===== src/hw/rtl/csv_field_tokenizer_assert.svh =====
// Assertion macros for the CSV field tokenizer.
// Each takes a label, clock, active-low reset, antecedent and consequent.
`ifndef CSV_FIELD_TOKENIZER_ASSERT_SVH
`define CSV_FIELD_TOKENIZER_ASSERT_SVH

`ifndef ASSERT_OFF
`define CFT_ASSERT_IMPLIES(label, clk, rst_n, ante, cons) \
    label: assert property (@(posedge clk) disable iff (!rst_n) (ante) |-> (cons)) \
        else $error("cft assertion failed");
`define CFT_ASSERT_NEXT(label, clk, rst_n, ante, cons) \
    label: assert property (@(posedge clk) disable iff (!rst_n) (ante) |=> (cons)) \
        else $error("cft assertion failed");
`else
`define CFT_ASSERT_IMPLIES(label, clk, rst_n, ante, cons)
`define CFT_ASSERT_NEXT(label, clk, rst_n, ante, cons)
`endif

`endif


===== src/hw/rtl/cft_pkg.sv =====
`timescale 1ns / 1ps

package cft_pkg;

    localparam int CHAR_W          = 16;
    localparam int KIND_W          = 2;
    localparam int IDX_W           = 8;
    localparam int LINE_NUM_W      = 16;
    localparam int MAX_LINE_CHARS  = 4096;
    localparam int MAX_FIELD_CHARS = 1024;
    localparam int MAX_FIELDS      = 256;
    localparam int LINE_CNT_W      = $clog2(MAX_LINE_CHARS + 1);
    localparam int FIELD_CNT_W     = $clog2(MAX_FIELD_CHARS + 1);
    localparam int FIELD_SAT       = (MAX_FIELDS - 1 < 255) ? MAX_FIELDS - 1 : 255;

    localparam int Q_DEPTH = 4;
    localparam int Q_PTR_W = $clog2(Q_DEPTH);
    localparam int Q_CNT_W = $clog2(Q_DEPTH + 1);

    localparam int APB_ADDR_W = 3;
    localparam int APB_DATA_W = 32;

    localparam logic [APB_ADDR_W-1:0] REG_START_LINE   = APB_ADDR_W'(0);
    localparam logic [LINE_NUM_W-1:0] START_LINE_RESET = LINE_NUM_W'(2);

    localparam logic [CHAR_W-1:0] CH_COMMA = CHAR_W'(16'h002C);
    localparam logic [CHAR_W-1:0] CH_QUOTE = CHAR_W'(16'h0022);
    localparam logic [CHAR_W-1:0] CH_LF    = CHAR_W'(16'h000A);
    localparam logic [CHAR_W-1:0] CH_CR    = CHAR_W'(16'h000D);

    typedef enum logic [2:0] {
        CLS_OTHER,
        CLS_COMMA,
        CLS_QUOTE,
        CLS_EOL,
        CLS_EOD
    } t_cls;

    typedef enum logic [KIND_W-1:0] {
        KIND_CHAR = 2'd0,
        KIND_FEND = 2'd1,
        KIND_REND = 2'd2
    } t_kind;

    typedef enum logic [1:0] {
        TALLY_NONE = 2'd0,
        TALLY_ODD  = 2'd1,
        TALLY_EVEN = 2'd2
    } t_tally;

    typedef struct packed {
        t_cls              cls;
        logic [CHAR_W-1:0] ch;
    } t_entry;

    typedef struct packed {
        logic               full;
        logic               empty;
        logic [Q_CNT_W-1:0] count;
    } t_q_status;

endpackage


===== src/hw/rtl/cft_ifs.sv =====
`timescale 1ns / 1ps

interface cft_in_if;
    logic                        valid;
    logic                        ready;
    logic [cft_pkg::CHAR_W-1:0]  char_code;
    logic                        end_of_data;

    modport source (output valid, output char_code, output end_of_data, input ready);
    modport sink   (input valid, input char_code, input end_of_data, output ready);
endinterface

interface cft_out_if;
    logic                        valid;
    logic                        ready;
    logic [cft_pkg::KIND_W-1:0]  out_kind;
    logic [cft_pkg::CHAR_W-1:0]  out_char;
    logic [cft_pkg::IDX_W-1:0]   field_index;
    logic                        is_header;
    logic                        truncated;
    logic                        last_in_row;

    modport source (output valid, output out_kind, output out_char, output field_index,
                    output is_header, output truncated, output last_in_row, input ready);
    modport sink   (input valid, input out_kind, input out_char, input field_index,
                    input is_header, input truncated, input last_in_row, output ready);
endinterface


===== src/hw/rtl/cft_front.sv =====
`timescale 1ns / 1ps

module cft_front (
    input  logic               i_clk,
    input  logic               i_rst_n,
    cft_in_if.sink             i_in,
    input  cft_pkg::t_q_status i_q_status,
    output logic               o_push,
    output cft_pkg::t_entry    o_entry
);
    import cft_pkg::*;

    logic   r_valid;
    t_entry r_entry;
    t_entry n_entry;
    logic   accept;

    always_comb begin
        n_entry.ch = i_in.char_code;
        if (i_in.end_of_data) begin
            n_entry.cls = CLS_EOD;
        end else if (i_in.char_code == CH_LF || i_in.char_code == CH_CR) begin
            n_entry.cls = CLS_EOL;
        end else if (i_in.char_code == CH_COMMA) begin
            n_entry.cls = CLS_COMMA;
        end else if (i_in.char_code == CH_QUOTE) begin
            n_entry.cls = CLS_QUOTE;
        end else begin
            n_entry.cls = CLS_OTHER;
        end
    end

    assign o_push     = r_valid && !i_q_status.full;
    assign i_in.ready = !r_valid || !i_q_status.full;
    assign accept     = i_in.valid && i_in.ready;
    assign o_entry    = r_entry;

    always_ff @(posedge i_clk) begin
        if (!i_rst_n) begin
            r_valid <= 1'b0;
        end else if (accept) begin
            r_valid <= 1'b1;
        end else if (o_push) begin
            r_valid <= 1'b0;
        end
    end

    always_ff @(posedge i_clk) begin
        if (accept) begin
            r_entry <= n_entry;
        end
    end

endmodule


===== src/hw/rtl/cft_queue.sv =====
`timescale 1ns / 1ps

module cft_queue (
    input  logic                i_clk,
    input  logic                i_rst_n,
    input  logic                i_push,
    input  cft_pkg::t_entry     i_entry,
    input  logic                i_pop,
    output cft_pkg::t_entry     o_head,
    output cft_pkg::t_q_status  o_status
);
    import cft_pkg::*;

    t_entry               r_mem [Q_DEPTH];
    logic [Q_PTR_W-1:0]   r_wr_ptr;
    logic [Q_PTR_W-1:0]   r_rd_ptr;
    logic [Q_CNT_W-1:0]   r_count;

    assign o_head          = r_mem[r_rd_ptr];
    assign o_status.full   = (r_count == Q_CNT_W'(Q_DEPTH));
    assign o_status.empty  = (r_count == '0);
    assign o_status.count  = r_count;

    always_ff @(posedge i_clk) begin
        if (!i_rst_n) begin
            r_wr_ptr <= '0;
            r_rd_ptr <= '0;
            r_count  <= '0;
        end else begin
            if (i_push) begin
                r_wr_ptr <= r_wr_ptr + Q_PTR_W'(1);
            end
            if (i_pop) begin
                r_rd_ptr <= r_rd_ptr + Q_PTR_W'(1);
            end
            if (i_push && !i_pop) begin
                r_count <= r_count + Q_CNT_W'(1);
            end else if (i_pop && !i_push) begin
                r_count <= r_count - Q_CNT_W'(1);
            end
        end
    end

    always_ff @(posedge i_clk) begin
        if (i_push) begin
            r_mem[r_wr_ptr] <= i_entry;
        end
    end

endmodule


===== src/hw/rtl/cft_back.sv =====
`timescale 1ns / 1ps

module cft_back (
    input  logic                            i_clk,
    input  logic                            i_rst_n,
    input  logic [cft_pkg::LINE_NUM_W-1:0]  i_start_line,
    input  cft_pkg::t_entry                 i_head,
    input  cft_pkg::t_q_status              i_q_status,
    output logic                            o_pop,
    cft_out_if.source                       o_out
);
    import cft_pkg::*;

    localparam logic [LINE_CNT_W-1:0]  LINE_MAX  = LINE_CNT_W'(MAX_LINE_CHARS);
    localparam logic [FIELD_CNT_W-1:0] FIELD_MAX = FIELD_CNT_W'(MAX_FIELD_CHARS);
    localparam logic [IDX_W-1:0]       IDX_SAT   = IDX_W'(FIELD_SAT);

    // tokenizer state
    logic [LINE_NUM_W-1:0]  r_line_number,  n_line_number;
    logic [LINE_CNT_W-1:0]  r_line_chars,   n_line_chars;
    logic                   r_field_active, n_field_active;
    logic                   r_field_quoted, n_field_quoted;
    t_tally                 r_tally,        n_tally;
    logic                   r_prev_quote,   n_prev_quote;
    logic [FIELD_CNT_W-1:0] r_field_chars,  n_field_chars;
    logic [IDX_W-1:0]       r_field_number, n_field_number;
    logic                   r_drop_seen,    n_drop_seen;

    // output register
    logic                   r_out_valid;
    t_kind                  r_kind,   n_kind;
    logic [CHAR_W-1:0]      r_char,   n_char;
    logic [IDX_W-1:0]       r_idx,    n_idx;
    logic                   r_hdr,    n_hdr;
    logic                   r_trunc,  n_trunc;
    logic                   r_last,   n_last;
    logic                   n_result;

    logic                   advance;
    logic [LINE_NUM_W:0]    cur_line;
    logic                   skipped;
    logic                   hdr;
    logic                   first;
    logic                   is_q;
    logic                   is_comma;
    logic                   quoted;
    t_tally                 tally;
    logic                   even;
    logic                   end_field;
    logic                   emit;

    assign advance = !r_out_valid || o_out.ready;
    assign o_pop   = !i_q_status.empty && advance;

    assign cur_line = {1'b0, r_line_number} + (LINE_NUM_W + 1)'(1);
    assign skipped  = cur_line < {1'b0, i_start_line};
    assign hdr      = cur_line == {1'b0, i_start_line};

    always_comb begin
        n_line_number  = r_line_number;
        n_line_chars   = r_line_chars;
        n_field_active = r_field_active;
        n_field_quoted = r_field_quoted;
        n_tally        = r_tally;
        n_prev_quote   = r_prev_quote;
        n_field_chars  = r_field_chars;
        n_field_number = r_field_number;
        n_drop_seen    = r_drop_seen;
        n_result       = 1'b0;
        n_kind         = KIND_CHAR;
        n_char         = '0;
        n_idx          = r_field_number;
        n_hdr          = hdr;
        n_trunc        = 1'b0;
        n_last         = 1'b0;

        first     = !r_field_active;
        is_q      = i_head.cls == CLS_QUOTE;
        is_comma  = i_head.cls == CLS_COMMA;
        quoted    = first ? is_q : r_field_quoted;
        tally     = first ? TALLY_NONE : r_tally;
        if (quoted && is_q) begin
            tally = (tally == TALLY_ODD) ? TALLY_EVEN : TALLY_ODD;
        end
        even      = tally == TALLY_EVEN;
        if (!quoted) begin
            end_field = is_comma;
            emit      = !is_comma;
        end else begin
            end_field = even && r_prev_quote && is_comma;
            emit      = !end_field && !(is_q && even) && !first;
        end

        if (i_head.cls == CLS_EOL || i_head.cls == CLS_EOD) begin
            if (r_line_chars != '0) begin
                if (!skipped) begin
                    n_result = 1'b1;
                    n_kind   = r_field_active ? KIND_FEND : KIND_REND;
                    n_trunc  = r_drop_seen;
                    n_last   = 1'b1;
                end
                if (r_line_number != '1) begin
                    n_line_number = r_line_number + LINE_NUM_W'(1);
                end
                n_line_chars   = '0;
                n_field_active = 1'b0;
                n_field_quoted = 1'b0;
                n_tally        = TALLY_NONE;
                n_prev_quote   = 1'b0;
                n_field_chars  = '0;
                n_field_number = '0;
                n_drop_seen    = 1'b0;
            end
            if (i_head.cls == CLS_EOD) begin
                n_line_number = '0;
            end
        end else if (r_line_chars >= LINE_MAX) begin
            // line overflow: ignore the character entirely
            n_drop_seen = 1'b1;
        end else begin
            n_line_chars = r_line_chars + LINE_CNT_W'(1);
            if (!skipped) begin
                n_field_active = 1'b1;
                n_field_quoted = quoted;
                n_tally        = tally;
                n_prev_quote   = is_q;
                n_field_chars  = first ? '0 : r_field_chars;
                if (end_field) begin
                    n_result       = 1'b1;
                    n_kind         = KIND_FEND;
                    n_trunc        = r_drop_seen;
                    n_field_active = 1'b0;
                    n_field_quoted = 1'b0;
                    n_tally        = TALLY_NONE;
                    n_field_chars  = '0;
                    n_drop_seen    = 1'b0;
                    if (r_field_number < IDX_SAT) begin
                        n_field_number = r_field_number + IDX_W'(1);
                    end
                end else if (emit) begin
                    if (n_field_chars < FIELD_MAX) begin
                        n_field_chars = n_field_chars + FIELD_CNT_W'(1);
                        n_result      = 1'b1;
                        n_char        = i_head.ch;
                    end else begin
                        n_drop_seen = 1'b1;
                    end
                end
            end
        end
    end

    always_ff @(posedge i_clk) begin
        if (!i_rst_n) begin
            r_line_number  <= '0;
            r_line_chars   <= '0;
            r_field_active <= 1'b0;
            r_field_quoted <= 1'b0;
            r_tally        <= TALLY_NONE;
            r_prev_quote   <= 1'b0;
            r_field_chars  <= '0;
            r_field_number <= '0;
            r_drop_seen    <= 1'b0;
            r_out_valid    <= 1'b0;
        end else begin
            if (o_pop) begin
                r_line_number  <= n_line_number;
                r_line_chars   <= n_line_chars;
                r_field_active <= n_field_active;
                r_field_quoted <= n_field_quoted;
                r_tally        <= n_tally;
                r_prev_quote   <= n_prev_quote;
                r_field_chars  <= n_field_chars;
                r_field_number <= n_field_number;
                r_drop_seen    <= n_drop_seen;
            end
            if (advance) begin
                r_out_valid <= o_pop && n_result;
            end
        end
    end

    always_ff @(posedge i_clk) begin
        if (o_pop && n_result) begin
            r_kind  <= n_kind;
            r_char  <= n_char;
            r_idx   <= n_idx;
            r_hdr   <= n_hdr;
            r_trunc <= n_trunc;
            r_last  <= n_last;
        end
    end

    assign o_out.valid       = r_out_valid;
    assign o_out.out_kind    = r_kind;
    assign o_out.out_char    = r_char;
    assign o_out.field_index = r_idx;
    assign o_out.is_header   = r_hdr;
    assign o_out.truncated   = r_trunc;
    assign o_out.last_in_row = r_last;

endmodule


===== src/hw/rtl/csv_field_tokenizer.sv =====
// A result item passes through the front-end register, the queue and the back-end
// output register. Throughput: one input item per cycle while the queue is not full;
// the tokenizer step in the back end bounds it, and a 4-entry queue lets either side stall on its own.
// Reset (i_rst_n, synchronous, active low): line and field state cleared,
// queue emptied, start_line set to 2; no clearing pass is needed.
`timescale 1ns / 1ps

`include "csv_field_tokenizer_assert.svh"

module csv_field_tokenizer (
    input  logic                            i_clk,
    input  logic                            i_rst_n,
    cft_in_if.sink                          i_in,
    cft_out_if.source                       o_out,
    input  logic                            psel,
    input  logic                            penable,
    input  logic                            pwrite,
    input  logic [cft_pkg::APB_ADDR_W-1:0]  paddr,
    input  logic [cft_pkg::APB_DATA_W-1:0]  pwdata,
    output logic [cft_pkg::APB_DATA_W-1:0]  prdata,
    output logic                            pready
);
    import cft_pkg::*;

    logic [LINE_NUM_W-1:0] r_start_line;
    t_q_status             q_status;
    t_entry                push_entry;
    t_entry                head;
    logic                  push;
    logic                  pop;

    assign pready = 1'b1;
    assign prdata = (paddr == REG_START_LINE) ? APB_DATA_W'(r_start_line) : '0;

    always_ff @(posedge i_clk) begin
        if (!i_rst_n) begin
            r_start_line <= START_LINE_RESET;
        end else if (psel && penable && pwrite && pready && paddr == REG_START_LINE) begin
            r_start_line <= pwdata[LINE_NUM_W-1:0];
        end
    end

    cft_front u_front (
        .i_clk      (i_clk),
        .i_rst_n    (i_rst_n),
        .i_in       (i_in),
        .i_q_status (q_status),
        .o_push     (push),
        .o_entry    (push_entry)
    );

    cft_queue u_queue (
        .i_clk    (i_clk),
        .i_rst_n  (i_rst_n),
        .i_push   (push),
        .i_entry  (push_entry),
        .i_pop    (pop),
        .o_head   (head),
        .o_status (q_status)
    );

    cft_back u_back (
        .i_clk        (i_clk),
        .i_rst_n      (i_rst_n),
        .i_start_line (r_start_line),
        .i_head       (head),
        .i_q_status   (q_status),
        .o_pop        (pop),
        .o_out        (o_out)
    );

    `CFT_ASSERT_IMPLIES(a_char_not_closing, i_clk, i_rst_n, o_out.valid && o_out.out_kind == KIND_CHAR, !o_out.truncated && !o_out.last_in_row)
    `CFT_ASSERT_IMPLIES(a_end_has_no_char, i_clk, i_rst_n, o_out.valid && o_out.out_kind != KIND_CHAR, o_out.out_char == '0)
    `CFT_ASSERT_IMPLIES(a_pop_nonempty, i_clk, i_rst_n, pop, q_status.count != '0)
    `CFT_ASSERT_NEXT(a_full_blocks_input, i_clk, i_rst_n, q_status.full && !pop, q_status.count == Q_CNT_W'(Q_DEPTH))

endmodule


===== src/flat_wrapper.sv =====
// flat-port wrapper written by rule: the top's interface ports become plain ports
module csv_field_tokenizer_flat import cft_pkg::*;
  (i_clk, i_rst_n, psel, penable, pwrite, paddr, pwdata, prdata, pready, i_in_valid, i_in_char_code, i_in_end_of_data, i_in_ready, o_out_valid, o_out_out_kind, o_out_out_char, o_out_field_index, o_out_is_header, o_out_truncated, o_out_last_in_row, o_out_ready);
  cft_in_if i_in_i ();
  cft_out_if o_out_i ();
  input  logic i_clk;
  input  logic i_rst_n;
  input  logic psel;
  input  logic penable;
  input  logic pwrite;
  input  logic [cft_pkg::APB_ADDR_W-1:0] paddr;
  input  logic [cft_pkg::APB_DATA_W-1:0] pwdata;
  output logic [cft_pkg::APB_DATA_W-1:0] prdata;
  output logic pready;
  input wire logic [$bits(i_in_i.valid)-1:0] i_in_valid;
  input wire logic [$bits(i_in_i.char_code)-1:0] i_in_char_code;
  input wire logic [$bits(i_in_i.end_of_data)-1:0] i_in_end_of_data;
  output wire logic [$bits(i_in_i.ready)-1:0] i_in_ready;
  output wire logic [$bits(o_out_i.valid)-1:0] o_out_valid;
  output wire logic [$bits(o_out_i.out_kind)-1:0] o_out_out_kind;
  output wire logic [$bits(o_out_i.out_char)-1:0] o_out_out_char;
  output wire logic [$bits(o_out_i.field_index)-1:0] o_out_field_index;
  output wire logic [$bits(o_out_i.is_header)-1:0] o_out_is_header;
  output wire logic [$bits(o_out_i.truncated)-1:0] o_out_truncated;
  output wire logic [$bits(o_out_i.last_in_row)-1:0] o_out_last_in_row;
  input wire logic [$bits(o_out_i.ready)-1:0] o_out_ready;
  assign i_in_i.valid = i_in_valid;
  assign i_in_i.char_code = i_in_char_code;
  assign i_in_i.end_of_data = i_in_end_of_data;
  assign i_in_ready = i_in_i.ready;
  assign o_out_valid = o_out_i.valid;
  assign o_out_out_kind = o_out_i.out_kind;
  assign o_out_out_char = o_out_i.out_char;
  assign o_out_field_index = o_out_i.field_index;
  assign o_out_is_header = o_out_i.is_header;
  assign o_out_truncated = o_out_i.truncated;
  assign o_out_last_in_row = o_out_i.last_in_row;
  assign o_out_i.ready = o_out_ready;
  csv_field_tokenizer u_core (.i_clk(i_clk), .i_rst_n(i_rst_n), .i_in(i_in_i), .o_out(o_out_i), .psel(psel), .penable(penable), .pwrite(pwrite), .paddr(paddr), .pwdata(pwdata), .prdata(prdata), .pready(pready));
endmodule

===== config.mk =====
export PLATFORM = sky130hd
export DESIGN_NAME = csv_field_tokenizer_flat
export DESIGN_NICKNAME = d
export VERILOG_FILES = /design/src/hw/rtl/cft_pkg.sv /design/src/hw/rtl/cft_ifs.sv /design/src/hw/rtl/cft_front.sv /design/src/hw/rtl/cft_queue.sv /design/src/hw/rtl/cft_back.sv /design/src/hw/rtl/csv_field_tokenizer.sv /design/src/flat_wrapper.sv
export VERILOG_INCLUDE_DIRS = /design/src /design/src/hw/rtl
export SDC_FILE = /design/constraint.sdc
export NUM_CORES = 1
export LEC_CHECK = 0
export BUFFER_PORTS_ARGS = -buffer_cell sky130_fd_sc_hd__buf_2
export CAP_MARGIN = 20
export CORE_MARGIN = 1.5
export CORE_UTILIZATION = 50
export DETAILED_ROUTE_END_ITERATION = 10
export GPL_TIMING_DRIVEN = 0
export PLACE_DENSITY = 0.71
export RECOVER_POWER = 50
export SYNTH_ARGS = -nofsm -noshare
export SYNTH_HDL_FRONTEND = slang
export SYNTH_HIERARCHICAL = 1
export SYNTH_SLANG_ARGS = --single-unit

===== constraint.sdc =====
create_clock -name i_clk -period 13.25 [get_ports i_clk]
set_clock_uncertainty 0.1 [all_clocks]
set_input_delay 0.6625 -clock i_clk [delete_from_list [all_inputs] [get_ports i_clk]]
set_output_delay 0.6625 -clock i_clk [all_outputs]
set_load 0.01 [all_outputs]

==> impl_results.md, run 1 <==
* Part of the total power dissipated in sequential elements at 0.438
* Area post-placement at 10,300 µm²
* Synth unique cells at between 70 and 80
* Summed instance area of the synthesized netlist at 9450 µm²
* Critical setup path kind: reg2reg
* CTS Root Cell: sky130_fd_sc_hd__clkbuf_16
* Initial core utilization at 0.507
* H-tree Lvls at 1
* Port-buffer cells at 89
* Sequential fraction of the synthesis area at 0.566
* Worst path setup slack after routing at ~8.3 ns
* Final-stage net count at 1,008
* Signal arrival time at the worst endpoint at 5.07 ns
* Static power due to leakage at 3.98 nW
* Share of power burned in combinational logic at 0.205
* Total Power Consumption at approximately 1.7 mW
* Antenna violation net count after detailed routing at 0
* Count of boundary I/O pins at 123
* Result of the run: complete, no violations
* Share of total power consumed by net switching at 0.277
* Utilization after layout at 0.584
* Max IR drop VDD at 0.0784 mV
* Net Sw Power at roughly 470 µW
* Die Width at 140 µm
* Clock network fraction of design power at 0.356
* Dominant register cell in the synthesized netlist: sky130_fd_sc_hd__edfxtp_1
* Number of buffers created by CTS at 22
* Worst slew slack as a fraction of its limit at 0.0344
* Std-Cell Core Area at 18,600 µm²
* Number of gates given a new drive strength after cts at 0
* Max Clk Rate at 203 MHz
* Clock insertion delay at the later pin of the skew report at 0.51 ns
* Post-detail-place hpwl at 12,600 µm
* RSZ-0062 raised after global routing: false
* Rows at 50
* Clock transition at the registers of the reported paths at roughly 0.06 ns
* Startpoint kind of the worst setup timing path: flip-flop
* Post-placement worst setup slack at 8.45 ns
* Number of enable flip-flop cells after synthesis at 124
* Final-report setup violation count at 0
* Most frequent cells after synthesis: sky130_fd_sc_hd__edfxtp_1, sky130_fd_sc_hd__dfxtp_1, sky130_fd_sc_hd__nand2_1
* Max Transition Viols Final at 0
* Total number of yosys warnings at 6
* Total negative slack at 0 ns
* Antenna violations before repair at 0
* Worst endpoint required time at 13.40 ns
* Largest area contributor in the synthesized netlist: sky130_fd_sc_hd__edfxtp_1
* Worst Path Max Fanout at 12
* Number of optimization iterations in the first detailed-route pass at 4
* Residual DRC at 0
* Number of max-cap violations at 0
* Fraction of synthesized cell area taken by the top area cell type at 0.394
* Proportion of register bits with asynchronous set or reset after synthesis at 0
* Via/cell ratio at 5.36
* Internal Pwr Total at 1.22 mW
* Power density of the placed cells at 155 nW/µm²
* Starting DRT DRC Count at 368
* Area of all placed cells without fillers at 10,900 µm²
* Share of layout cells above drive strength 1 at 0.147
* Chip height at 140 µm
* Number of buffers inserted by post-CTS setup repair at 0
* Final wirelength at 18,300 µm
* Global Route Usage Sum at 0.187
* Diode insertion count for antenna repair at 0
* RePlAce Congestion at ~0.84
* Final Critical Period at 4.92 ns
* Average wire length per cell after detail routing at 15.6 µm
* CTS tree: yes
* Total Die Area at 19,700 µm²
* Pin count of the biggest net entering global routing at 20
* # clock sinks at between 200 and 250
* First-pass GRT wire length at 29,700 µm
* Worst hold-check path type: in2reg
* Top cells by area in the synthesized netlist: sky130_fd_sc_hd__edfxtp_1, sky130_fd_sc_hd__dfxtp_1, sky130_fd_sc_hd__ha_1
* Residual overflow from global routing at 0
* Tcrit/Tclk final at 0.372
* Post-synthesis cell count at 792
* Via count of the first global-routing pass at around 6,000
* Average cell area after synthesis at 11.9 µm²
* Actual transition at the worst max-transition pin at 1.45 ns
* Count of final hold-check violations at 0
* Vias after detailed routing at 6,283
* Most numerous cell in the Yosys netlist: sky130_fd_sc_hd__edfxtp_1
* Area growth from synthesis to final layout at 15.1%
* Number of storage elements in the synthesis netlist at 205
* Crit end category: flip-flop
* Largest buffer count on any clock path at 3
* CTS Hold Buffers Added at 0
-- layer usage --
| layer | part of all wire | vias to the layer above | GRT usage |
|---|---|---|---|
| li1 | - | 3157 | - |
| met1 | 0.47 | 2929 | 0.263 |
| met2 | 0.46 | 174 | 0.305 |
| met3 | 0.049 | 23 | 0.0267 |
| met4 | 0.018 | 0 | 0.0537 |
| met5 | 0 | - | 0 |
-- stage by stage --
step | hold WS (ns) | std cells
after floorplan | 0.323 | 807
after global placement | 0.347 | 1130
after detailed placement | 0.347 | 1132
after CTS | 0.235 | 1172
after global routing | 0.229 | 1172
final | 0.250 | 1172
-- power by group through the flow --
stage	clock network [mW]	registers (mW)	logic, mW
floorplan	0	0.748	0.259
global placement	0	0.751	0.341
detailed placement	0	0.752	0.345
CTS	0.615	0.739	0.348
global route	0.642	0.744	0.379
finish	0.601	0.739	0.346
-- path summary, 6_finish.rpt --
check / startpoint / to / slack, ns / depth (start not counted)
max reg2reg: u_core/u_back/r_line_number[0] / u_core/u_back/o_out.out_char[7] / 8.33 / 15
min: i_in_char_code[6] / u_core/u_front/o_entry[6] / 0.25 / 1
min reg2reg: u_core/u_back/n_idx[6] / u_core/u_back/o_out.field_index[6] / 0.36 / 0
max: u_core/u_back/r_line_number[0] / u_core/u_back/o_out.out_char[7] / 8.33 / 15
-- state kept, by name, summed over array words and instances (netlist names), 2 cells and up, named ones only --
| register | flops |
|---|---|
| u_core/u_back/o_out.field_index | 8 |
| u_core/u_back/o_out.out_kind | 2 |
| u_core/u_back/r_line_chars | 13 |
| u_core/u_back/r_line_number | 16 |
| u_core/u_queue/r_wr_ptr | 2 |
| u_core/u_front/o_entry | 19 |
| u_core/r_start_line | 16 |
| u_core/u_back/r_tally | 2 |
| u_core/u_back/n_idx | 8 |
| u_core/u_queue/r_mem | 76 |
| u_core/u_back/o_out.out_char | 16 |
| u_core/u_queue/r_count | 3 |
| u_core/u_queue/r_rd_ptr | 2 |
| u_core/u_back/r_field_chars | 11 |
-- area by class of cell --
class                   instances  area, µm²
plain buffers                  43        273
fillers                      1560       7760
multi-input cells             529       3730
flip-flops and latches        205       5350
well taps                     234        293
repair buffers                 91        405
inverters                      30        113
clock buffers                  29        607
clock inverters                11        118
-- cell families (layout without fill, tap and decap cells) --
kind of cell    count (synthesis)  count (layout)  share of synthesized area
compound gates                121             121                     0.0831
xor+xnor                       30              30                     0.0278
fa+ha+maj                      27              27                     0.0365
buf+inv                        73             204                     0.0442
flops                         205             205                      0.566
mux                            36              36                     0.0669
other cells                     2              17                   0.000795
simple gates                  298             298                      0.175
-- layout by cell type, fill, tap and decap left out, types with 4 or more instances in the layout --
| cell | count |
|---|---|
| sky130_fd_sc_hd__nor2_1 | 42 |
| sky130_fd_sc_hd__clkinv_2 | 6 |
| sky130_fd_sc_hd__and2_2 | 6 |
| sky130_fd_sc_hd__edfxtp_1 | 124 |
| sky130_fd_sc_hd__clkbuf_16 | 22 |
| sky130_fd_sc_hd__and3_1 | 13 |
| sky130_fd_sc_hd__mux2i_1 | 17 |
| sky130_fd_sc_hd__or3_1 | 9 |
| sky130_fd_sc_hd__o21ai_0 | 18 |
| sky130_fd_sc_hd__mux4_1 | 9 |
| sky130_fd_sc_hd__nand3_1 | 29 |
| sky130_fd_sc_hd__inv_1 | 30 |
| sky130_fd_sc_hd__xor2_1 | 17 |
| sky130_fd_sc_hd__o21ai_1 | 8 |
| sky130_fd_sc_hd__and2_1 | 42 |
| sky130_fd_sc_hd__buf_4 | 19 |
| sky130_fd_sc_hd__dfxtp_1 | 81 |
| sky130_fd_sc_hd__conb_1 | 17 |
| sky130_fd_sc_hd__mux4_2 | 10 |
| sky130_fd_sc_hd__nor4_1 | 7 |
| sky130_fd_sc_hd__a21oi_1 | 38 |
| sky130_fd_sc_hd__nor2b_1 | 9 |
| sky130_fd_sc_hd__xnor2_1 | 13 |
| sky130_fd_sc_hd__buf_6 | 4 |
| sky130_fd_sc_hd__buf_2 | 46 |
| sky130_fd_sc_hd__nand2b_1 | 5 |
| sky130_fd_sc_hd__nand4_1 | 14 |
| sky130_fd_sc_hd__a32oi_1 | 4 |
| sky130_fd_sc_hd__and2_0 | 4 |
| sky130_fd_sc_hd__nand2_1 | 69 |
| sky130_fd_sc_hd__nor3_1 | 13 |
| sky130_fd_sc_hd__ha_1 | 26 |
| sky130_fd_sc_hd__a211oi_1 | 4 |
| sky130_fd_sc_hd__a31oi_1 | 11 |
| sky130_fd_sc_hd__clkbuf_1 | 68 |
| sky130_fd_sc_hd__a21o_1 | 6 |
| sky130_fd_sc_hd__and4_1 | 4 |
-- critical path: stages, from the launching register on --
cell,delay [ns]
sky130_fd_sc_hd__dfxtp_1,0.46
sky130_fd_sc_hd__ha_1,0.29
sky130_fd_sc_hd__nand4_1,0.27
sky130_fd_sc_hd__or3b_2,0.60
sky130_fd_sc_hd__nor2_1,0.22
sky130_fd_sc_hd__nand3_1,0.12
sky130_fd_sc_hd__xnor2_1,0.29
sky130_fd_sc_hd__ha_1,0.30
sky130_fd_sc_hd__nand3_1,0.14
sky130_fd_sc_hd__nor3_1,0.09
sky130_fd_sc_hd__and2_1,0.18
sky130_fd_sc_hd__nor4_2,0.74
sky130_fd_sc_hd__buf_2,0.35
sky130_fd_sc_hd__a21o_1,0.17
sky130_fd_sc_hd__nor3_2,0.13
sky130_fd_sc_hd__buf_6,0.22
Power figures use the tool's default switching activity.
==> inputs of run 2 (changes only) <==
==> constraint.sdc (replaced) <==
create_clock -name i_clk -period 4.95 [get_ports i_clk]
set_clock_uncertainty 0.1 [all_clocks]
set_input_delay 0.2475 -clock i_clk [delete_from_list [all_inputs] [get_ports i_clk]]
set_output_delay 0.2475 -clock i_clk [all_outputs]
set_load 0.01 [all_outputs]
==> run 2 against run 1 <==
  * Final area is 3.7% higher
  * Core utilization up 2.1 points
  * Worst hold slack lost 0.21 ns
  * Critical path type unchanged
==> impl_results.md, run 2 (synthesis results as in run 1) <==
* Result of the run: complete, no violations
* Worst hold-check path type: in2reg
* Rows at 50 (unchanged)
* Final wirelength at 19,000 µm (+3.9%)
* Sum of buffers and inverters on the critical path at 3 (+1)
* Instance count after placement with tap cells included at 1,131 (-0.088%)
* Pin count of the biggest net entering global routing at 20 (unchanged)
* # clock sinks at 205 (unchanged)
* First-pass GRT wire length at 31,100 µm (+4.7%)
* Via count of the first global-routing pass at 6,224 (+3.5%)
* Register with the most flip-flops: u_core/u_queue/r_mem
* Max IR drop VDD at 0.227 mV (+190%)
* Port-buffer cells at 89 (unchanged)
* Layout Cells excl Fill at 1,212 (+3.4%)
* Starting DRT DRC Count at 450 (+22%)
* Total negative slack at 0 ns (unchanged)
* Startpoint kind of the worst setup timing path: flip-flop
* Footprint of the multi-input gates at 3740 µm² (+0.40%)
* Antenna violation net count after detailed routing at 0 (unchanged)
* Count of final hold-check violations at 0 (unchanged)
* Share of layout cells above drive strength 1 at 0.134 (-0.0132)
* Post-placement worst setup slack at 0.0895 ns (-8.36 ns)
* Cell with the largest stage delay on the worst path: sky130_fd_sc_hd__or3b_2
* Most frequent standard cell in the layout excluding fill and tap cells: sky130_fd_sc_hd__edfxtp_1
* Largest buffer count on any clock path at 3 (unchanged)
* Flip-flop count of the largest register after layout at 76 (unchanged)
* Via/cell ratio at 5.39 (+0.62%)
* Global Route Usage Sum at 0.195 (+0.00819)
* Crit end category: flip-flop
* Count of boundary I/O pins at 123 (unchanged)
* WHS at 0.0394 ns (-0.211 ns)
* Antenna violations before repair at 0 (unchanged)
* Static power due to leakage at 4.10 nW (+3.0%)
* Worst path setup slack after routing at 0.417 ns (-7.91 ns)
* Number of optimization iterations in the first detailed-route pass at 5 (+1)
* Maximum cell stage delay along the critical path at 0.60 ns (-0.14 ns)
* Critical setup path kind: reg2reg
* Std-Cell Core Area at 18,600 µm² (unchanged)
* Clock transition at the registers of the reported paths at 0.06 ns (about the same)
* Clock insertion delay at the later pin of the skew report at 0.51 ns (about the same)
* Chip height at 140 µm (unchanged)
* H-tree Lvls at 1 (unchanged)
* Delay-heaviest family, CP: simple AND/OR/NAND/NOR gates
* Residual DRC at 0 (unchanged)
* RSZ-0062 raised after global routing: false
* Max Transition Viols Final at 0 (unchanged)
* Tcrit/Tclk final at 0.916 (+0.544)
* Number of max-cap violations at 0 (unchanged)
* CP cell instances: ha_1 -> nand4_1 -> or3b_2 -> nor2_1 -> nand3_1 -> xnor2_1 -> ha_1 -> nand3_1 -> nor3_1 -> and2_1 -> nor4_4 -> buf_4 -> buf_2 -> a21o_1 -> nor3_4 -> buf_12
* Final Critical Period at 4.53 ns (-0.390 ns)
* Vias after detailed routing at 6,538 (+4.1%)
* Area growth from synthesis to final layout at 19.4%
* Worst slew slack as a fraction of its limit at 0.126 (+0.0915)
* Worst endpoint required time at 5.06 ns (-8.34 ns)
* Max Clk Rate at 221 MHz (+8.6%)
* Register area at 5350 µm² (unchanged)
* Post-detail-place hpwl at 12,800 µm (+1.3%)
* Fill count at 1,551 (-0.58%)
* RePlAce Congestion at 0.858 (+2.6%)
* Signal arrival time at the worst endpoint at 4.64 ns (-0.43 ns)
* Final-stage net count at 1,047 (+3.9%)
* Die Width at 140 µm (unchanged)
* Average wire length per cell after detail routing at 15.7 µm (+0.47%)
* Diode insertion count for antenna repair at 0 (unchanged)
* Final-report setup violation count at 0 (unchanged)
* Actual transition at the worst max-transition pin at 1.31 ns (-0.137 ns)
* Total Die Area at 19,700 µm² (unchanged)
* Number of buffers created by CTS at 23 (+4.5%)
* Worst Path Max Fanout at 16 (+4)
* CTS tree: yes
* Initial core utilization at 0.507 (unchanged)
* Leading cell types in the layout, fill and taps excluded: sky130_fd_sc_hd__edfxtp_1, sky130_fd_sc_hd__dfxtp_1, sky130_fd_sc_hd__clkbuf_1
* Residual overflow from global routing at 0 (unchanged)
* Power density of the placed cells at 403 nW/µm² (+160%)
* CTS Root Cell: sky130_fd_sc_hd__clkbuf_16
-- run 2: cell count changes in the layout (fill, tap and decap cells not counted), moves of 2 or more --
cell / delta
sky130_fd_sc_hd__clkbuf_1: +12
sky130_fd_sc_hd__buf_2: -9
sky130_fd_sc_hd__clkinvlp_4: +2
sky130_fd_sc_hd__and2_1: -5
sky130_fd_sc_hd__and2_0: +5
sky130_fd_sc_hd__clkinv_2: -5
sky130_fd_sc_hd__buf_6: -2
sky130_fd_sc_hd__dlygate4sd3_1: +34
sky130_fd_sc_hd__buf_4: +4
-- run 2: worst paths after layout --
kind	start	end	slack [ns]	cells after the start
setup / recovery	u_core/u_back/r_line_number[0]	u_core/u_back/o_out.field_index[5]	0.42	16
hold / removal	o_out_ready	u_core/u_back/o_out.valid	0.04	4
setup reg to reg	u_core/u_back/r_line_number[0]	u_core/u_back/o_out.field_index[5]	0.42	16
hold reg to reg	u_core/u_back/n_idx[6]	u_core/u_back/o_out.field_index[6]	0.36	0
-- run 2: stage by stage --
step / area (µm²) / utilization / total power [mW]
finish: 11300 / 0.605 / 4.54
global route: 11300 / 0.605 / 4.75
CTS: 11300 / 0.609 / 4.57
detailed placement: 10300 / 0.552 / 2.95
global placement: 10200 / 0.550 / 2.92
floorplan: 9510 / - / 2.70
-- run 2: worst min-delay path, delay by kind of cell --
kind	cells	cell delay, ns
and+or+nand+nor	2	0.17
AOI/OAI and AO/OA	1	0.09
buffers and inverters	1	0.07
-- run 2: per-layer routing --
metal	GRT usage	part of all wire	vias up
met4	0.0587	0.021	0
li1	-	-	3241
met3	0.0342	0.060	33
met5	0	0	-
met1	0.261	0.45	3054
met2	0.327	0.47	210
-- run 2: report_power, final --
part / internal (mW) / switching, mW
Sequential: 1.92 / 0.0576
Clock: 0.958 / 0.642
Combinational: 0.401 / 0.562
-- run 2: area by class of cell --
type                            instances  area share
Tap cell                              234      0.0260
Clock inverter                          9     0.00732
Inverter                               30     0.00998
Sequential cell                       205       0.474
Buffer                                 43      0.0242
Clock buffer                           33      0.0570
Multi-Input combinational cell        529       0.332
Timing Repair Buffer                  129      0.0700
-- run 2: repair_timing --
item                                    4_1_cts  5_1_grt
hold buffers                                 34        0
buffers inserted                              0        5
gates resized for setup                       0        1
endpoints found under the hold margin        35        0
endpoints found under the setup margin        0       59
==> inputs of run 3 (changes only) <==
--- a/config.mk
+++ b/config.mk
@@ -12,7 +12,7 @@
 export CORE_UTILIZATION = 50
 export DETAILED_ROUTE_END_ITERATION = 10
 export GPL_TIMING_DRIVEN = 0
-export PLACE_DENSITY = 0.71
+export PLACE_DENSITY = 0.75
 export RECOVER_POWER = 50
 export SYNTH_ARGS = -nofsm -noshare
 export SYNTH_HDL_FRONTEND = slang
==> run 3 against run 2 <==
  * Sequential share of layout area increased by 0.079 points
  * Worst hold slack got worse by 0.00055 ns
  * Critical endpoint is now u_core/u_back/o_out.out_char[10]
  * Die area unchanged
==> impl_results.md, run 3 (synthesis results as in run 1) <==
* Leading cell types in the layout, fill and taps excluded: sky130_fd_sc_hd__edfxtp_1, sky130_fd_sc_hd__dfxtp_1, sky130_fd_sc_hd__clkbuf_1
* Count of boundary I/O pins at 123 (unchanged)
* Crit end category: flip-flop
* Actual transition at the worst max-transition pin at 1.38 ns (+0.0657 ns)
* Maximum cell stage delay along the critical path at 0.60 ns (about the same)
* Flip-flop count of the largest register after layout at 76 (unchanged)
* Area of all placed cells without fillers at 11,300 µm² (-0.17%)
* Residual overflow from global routing at 0 (unchanged)
* RePlAce Congestion at 0.854 (-0.45%)
* Cell with the largest stage delay on the worst path: sky130_fd_sc_hd__or3b_2
* H-tree Lvls at 1 (unchanged)
* CP cell instances: ha_1 -> nand4_1 -> or3b_2 -> nor2_1 -> nand3_1 -> xnor2_1 -> ha_1 -> a21o_1 -> a211o_1 -> nor4_4 -> buf_2 -> a21o_1 -> nor3_4 -> buf_16
* Area growth from synthesis to final layout at 19.2%
* Worst path setup slack after routing at 0.381 ns (-0.0354 ns)
* Chip height at 140 µm (unchanged)
* Clock insertion delay at the later pin of the skew report at 0.50 ns (about the same)
* Final-report setup violation count at 0 (unchanged)
* Area post-placement at 10,300 µm² (unchanged)
* Antenna violation net count after detailed routing at 0 (unchanged)
* Critical setup path kind: reg2reg
* Worst hold-check path type: in2reg
* CTS tree: yes
* Number of optimization iterations in the first detailed-route pass at 5 (unchanged)
* First-pass GRT wire length at 31,800 µm (+2.2%)
* Register area at 5350 µm² (unchanged)
* Number of max-cap violations at 0 (unchanged)
* Max Clk Rate at 219 MHz (-0.78%)
* CTS Root Cell: sky130_fd_sc_hd__clkbuf_16
* Final Critical Period at 4.57 ns (+0.0354 ns)
* Starting DRT DRC Count at 405 (-10%)
* Share of layout cells above drive strength 1 at 0.135 (+0.000688)
* Register with the most flip-flops: u_core/u_queue/r_mem
* Final-stage net count at 1,043 (-0.38%)
* Vias after detailed routing at 6,610 (+1.1%)
* Port-buffer cells at 89 (unchanged)
* Final wirelength at 19,500 µm (+2.2%)
* Max Transition Viols Final at 0 (unchanged)
* Average wire length per cell after detail routing at 16.1 µm (+2.7%)
* Result of the run: complete, no violations
* Worst endpoint required time at 5.10 ns (+0.04 ns)
* Antenna violations before repair at 0 (unchanged)
* Total negative slack at 0 ns (unchanged)
* Worst Path Max Fanout at 19 (+3)
* Rows at 50 (unchanged)
* Max IR drop VDD at 0.289 mV (+27%)
* Pin count of the biggest net entering global routing at 20 (unchanged)
* Slack of the worst reg-to-reg path at 0.38 ns (-0.04 ns)
* Count of final hold-check violations at 0 (unchanged)
* RSZ-0062 raised after global routing: false
* Std-Cell Core Area at 18,600 µm² (unchanged)
* Initial core utilization at 0.507 (unchanged)
* Clock transition at the registers of the reported paths at 0.06 ns (about the same)
* Post-placement worst setup slack at 0.233 ns (+0.143 ns)
* Residual DRC at 0 (unchanged)
* Signal arrival time at the worst endpoint at 4.72 ns (+0.08 ns)
* Die Width at 140 µm (unchanged)
* Worst slew slack as a fraction of its limit at 0.0820 (-0.0438)
* Power density of the placed cells at 404 nW/µm² (+0.35%)
* Diode insertion count for antenna repair at 0 (unchanged)
* Total Die Area at 19,700 µm² (unchanged)
* Number of buffers created by CTS at 22 (-4.3%)
* Via/cell ratio at 5.48 (+1.5%)
* Static power due to leakage at 4.09 nW (-0.23%)
* Footprint of the multi-input gates at 3740 µm² (unchanged)
* Total Power Consumption at 4.55 mW (+0.18%)
* Post-detail-place hpwl at 12,700 µm (-0.78%)
* Global Route Usage Sum at 0.199 (+0.00362)
* Most frequent standard cell in the layout excluding fill and tap cells: sky130_fd_sc_hd__edfxtp_1
* Tcrit/Tclk final at 0.923 (+0.00715)
* Fill count at 1,535 (-1.0%)
* Startpoint kind of the worst setup timing path: flip-flop
* Largest buffer count on any clock path at 3 (unchanged)
* Via count of the first global-routing pass at 6,412 (+3.0%)
* # clock sinks at 205 (unchanged)
[run 3: cell types whose count changed in the layout (fill, tap and decap cells not counted)]
| cell | delta |
|---|---|
| sky130_fd_sc_hd__and2_1 | -2 |
| sky130_fd_sc_hd__clkinv_1 | -1 |
| sky130_fd_sc_hd__clkbuf_1 | -5 |
| sky130_fd_sc_hd__buf_4 | -4 |
| sky130_fd_sc_hd__clkinvlp_2 | +1 |
| sky130_fd_sc_hd__dlygate4sd3_1 | +1 |
| sky130_fd_sc_hd__inv_6 | -1 |
| sky130_fd_sc_hd__bufinv_16 | +1 |
| sky130_fd_sc_hd__clkinv_2 | +3 |
| sky130_fd_sc_hd__and2_0 | +2 |
| sky130_fd_sc_hd__clkbuf_8 | -2 |
| sky130_fd_sc_hd__buf_2 | +2 |
[run 3: what timing repair did]
action / CTS / global route
gates resized for setup: 0 / 1
buffers inserted: 0 / 1
hold buffers: 35 / 0
endpoints found under the hold margin: 35 / 0
endpoints found under the setup margin: 0 / 29
[run 3: layout make-up]
type / instances / area share
plain buffers: 43 / 0.0242
clock buffers: 28 / 0.0537
clock inverters: 12 / 0.0107
inverters: 30 / 0.0100
multi-input cells: 529 / 0.332
flip-flops and latches: 205 / 0.475
well taps: 234 / 0.0260
repair buffers: 126 / 0.0685
[run 3: final timing paths]
kind,start,endpoint,depth (start not counted)
worst max-delay path,u_core/u_back/r_line_number[0],u_core/u_back/o_out.out_char[10],14
worst min-delay path,i_rst_n,u_core/u_queue/r_count[2],2
worst max register to register,u_core/u_back/r_line_number[0],u_core/u_back/o_out.out_char[10],14
worst min register to register,u_core/u_back/n_idx[6],u_core/u_back/o_out.field_index[6],0
[run 3: critical path, delay by kind of cell (launching register included)]
family / cells / cell delay (ns)
adder cells (fa/ha/maj): 2 / 0.58
buffers and inverters: 2 / 0.49
flip-flops: 1 / 0.44
AO/OA/AOI/OAI: 3 / 0.67
XOR/XNOR: 1 / 0.22
AND/OR/NAND/NOR: 6 / 1.79
[run 3: stage by stage]
step,hold WS (ns),util,cells
after floorplan,0.246,-,807
after global placement,0.347,0.550,1130
after detailed placement,0.341,0.552,1131
after CTS,0.0246,0.609,1206
after global routing,0.0504,0.604,1207
final,0.0389,0.604,1207
[run 3: metal layers]
metal,track usage,wire (µm),up-vias
li1,-,-,3232
met3,0.0321,935,37
met5,0,0,-
met2,0.331,9280,200
met4,0.0729,556,0
met1,0.264,8700,3141
[run 3: power breakdown]
| part | internal (mW) | switching, mW |
|---|---|---|
| Combinational | 0.396 | 0.558 |
| Sequential | 1.92 | 0.0587 |
| Clock | 0.971 | 0.645 |
| Total | 3.29 | 1.26 |
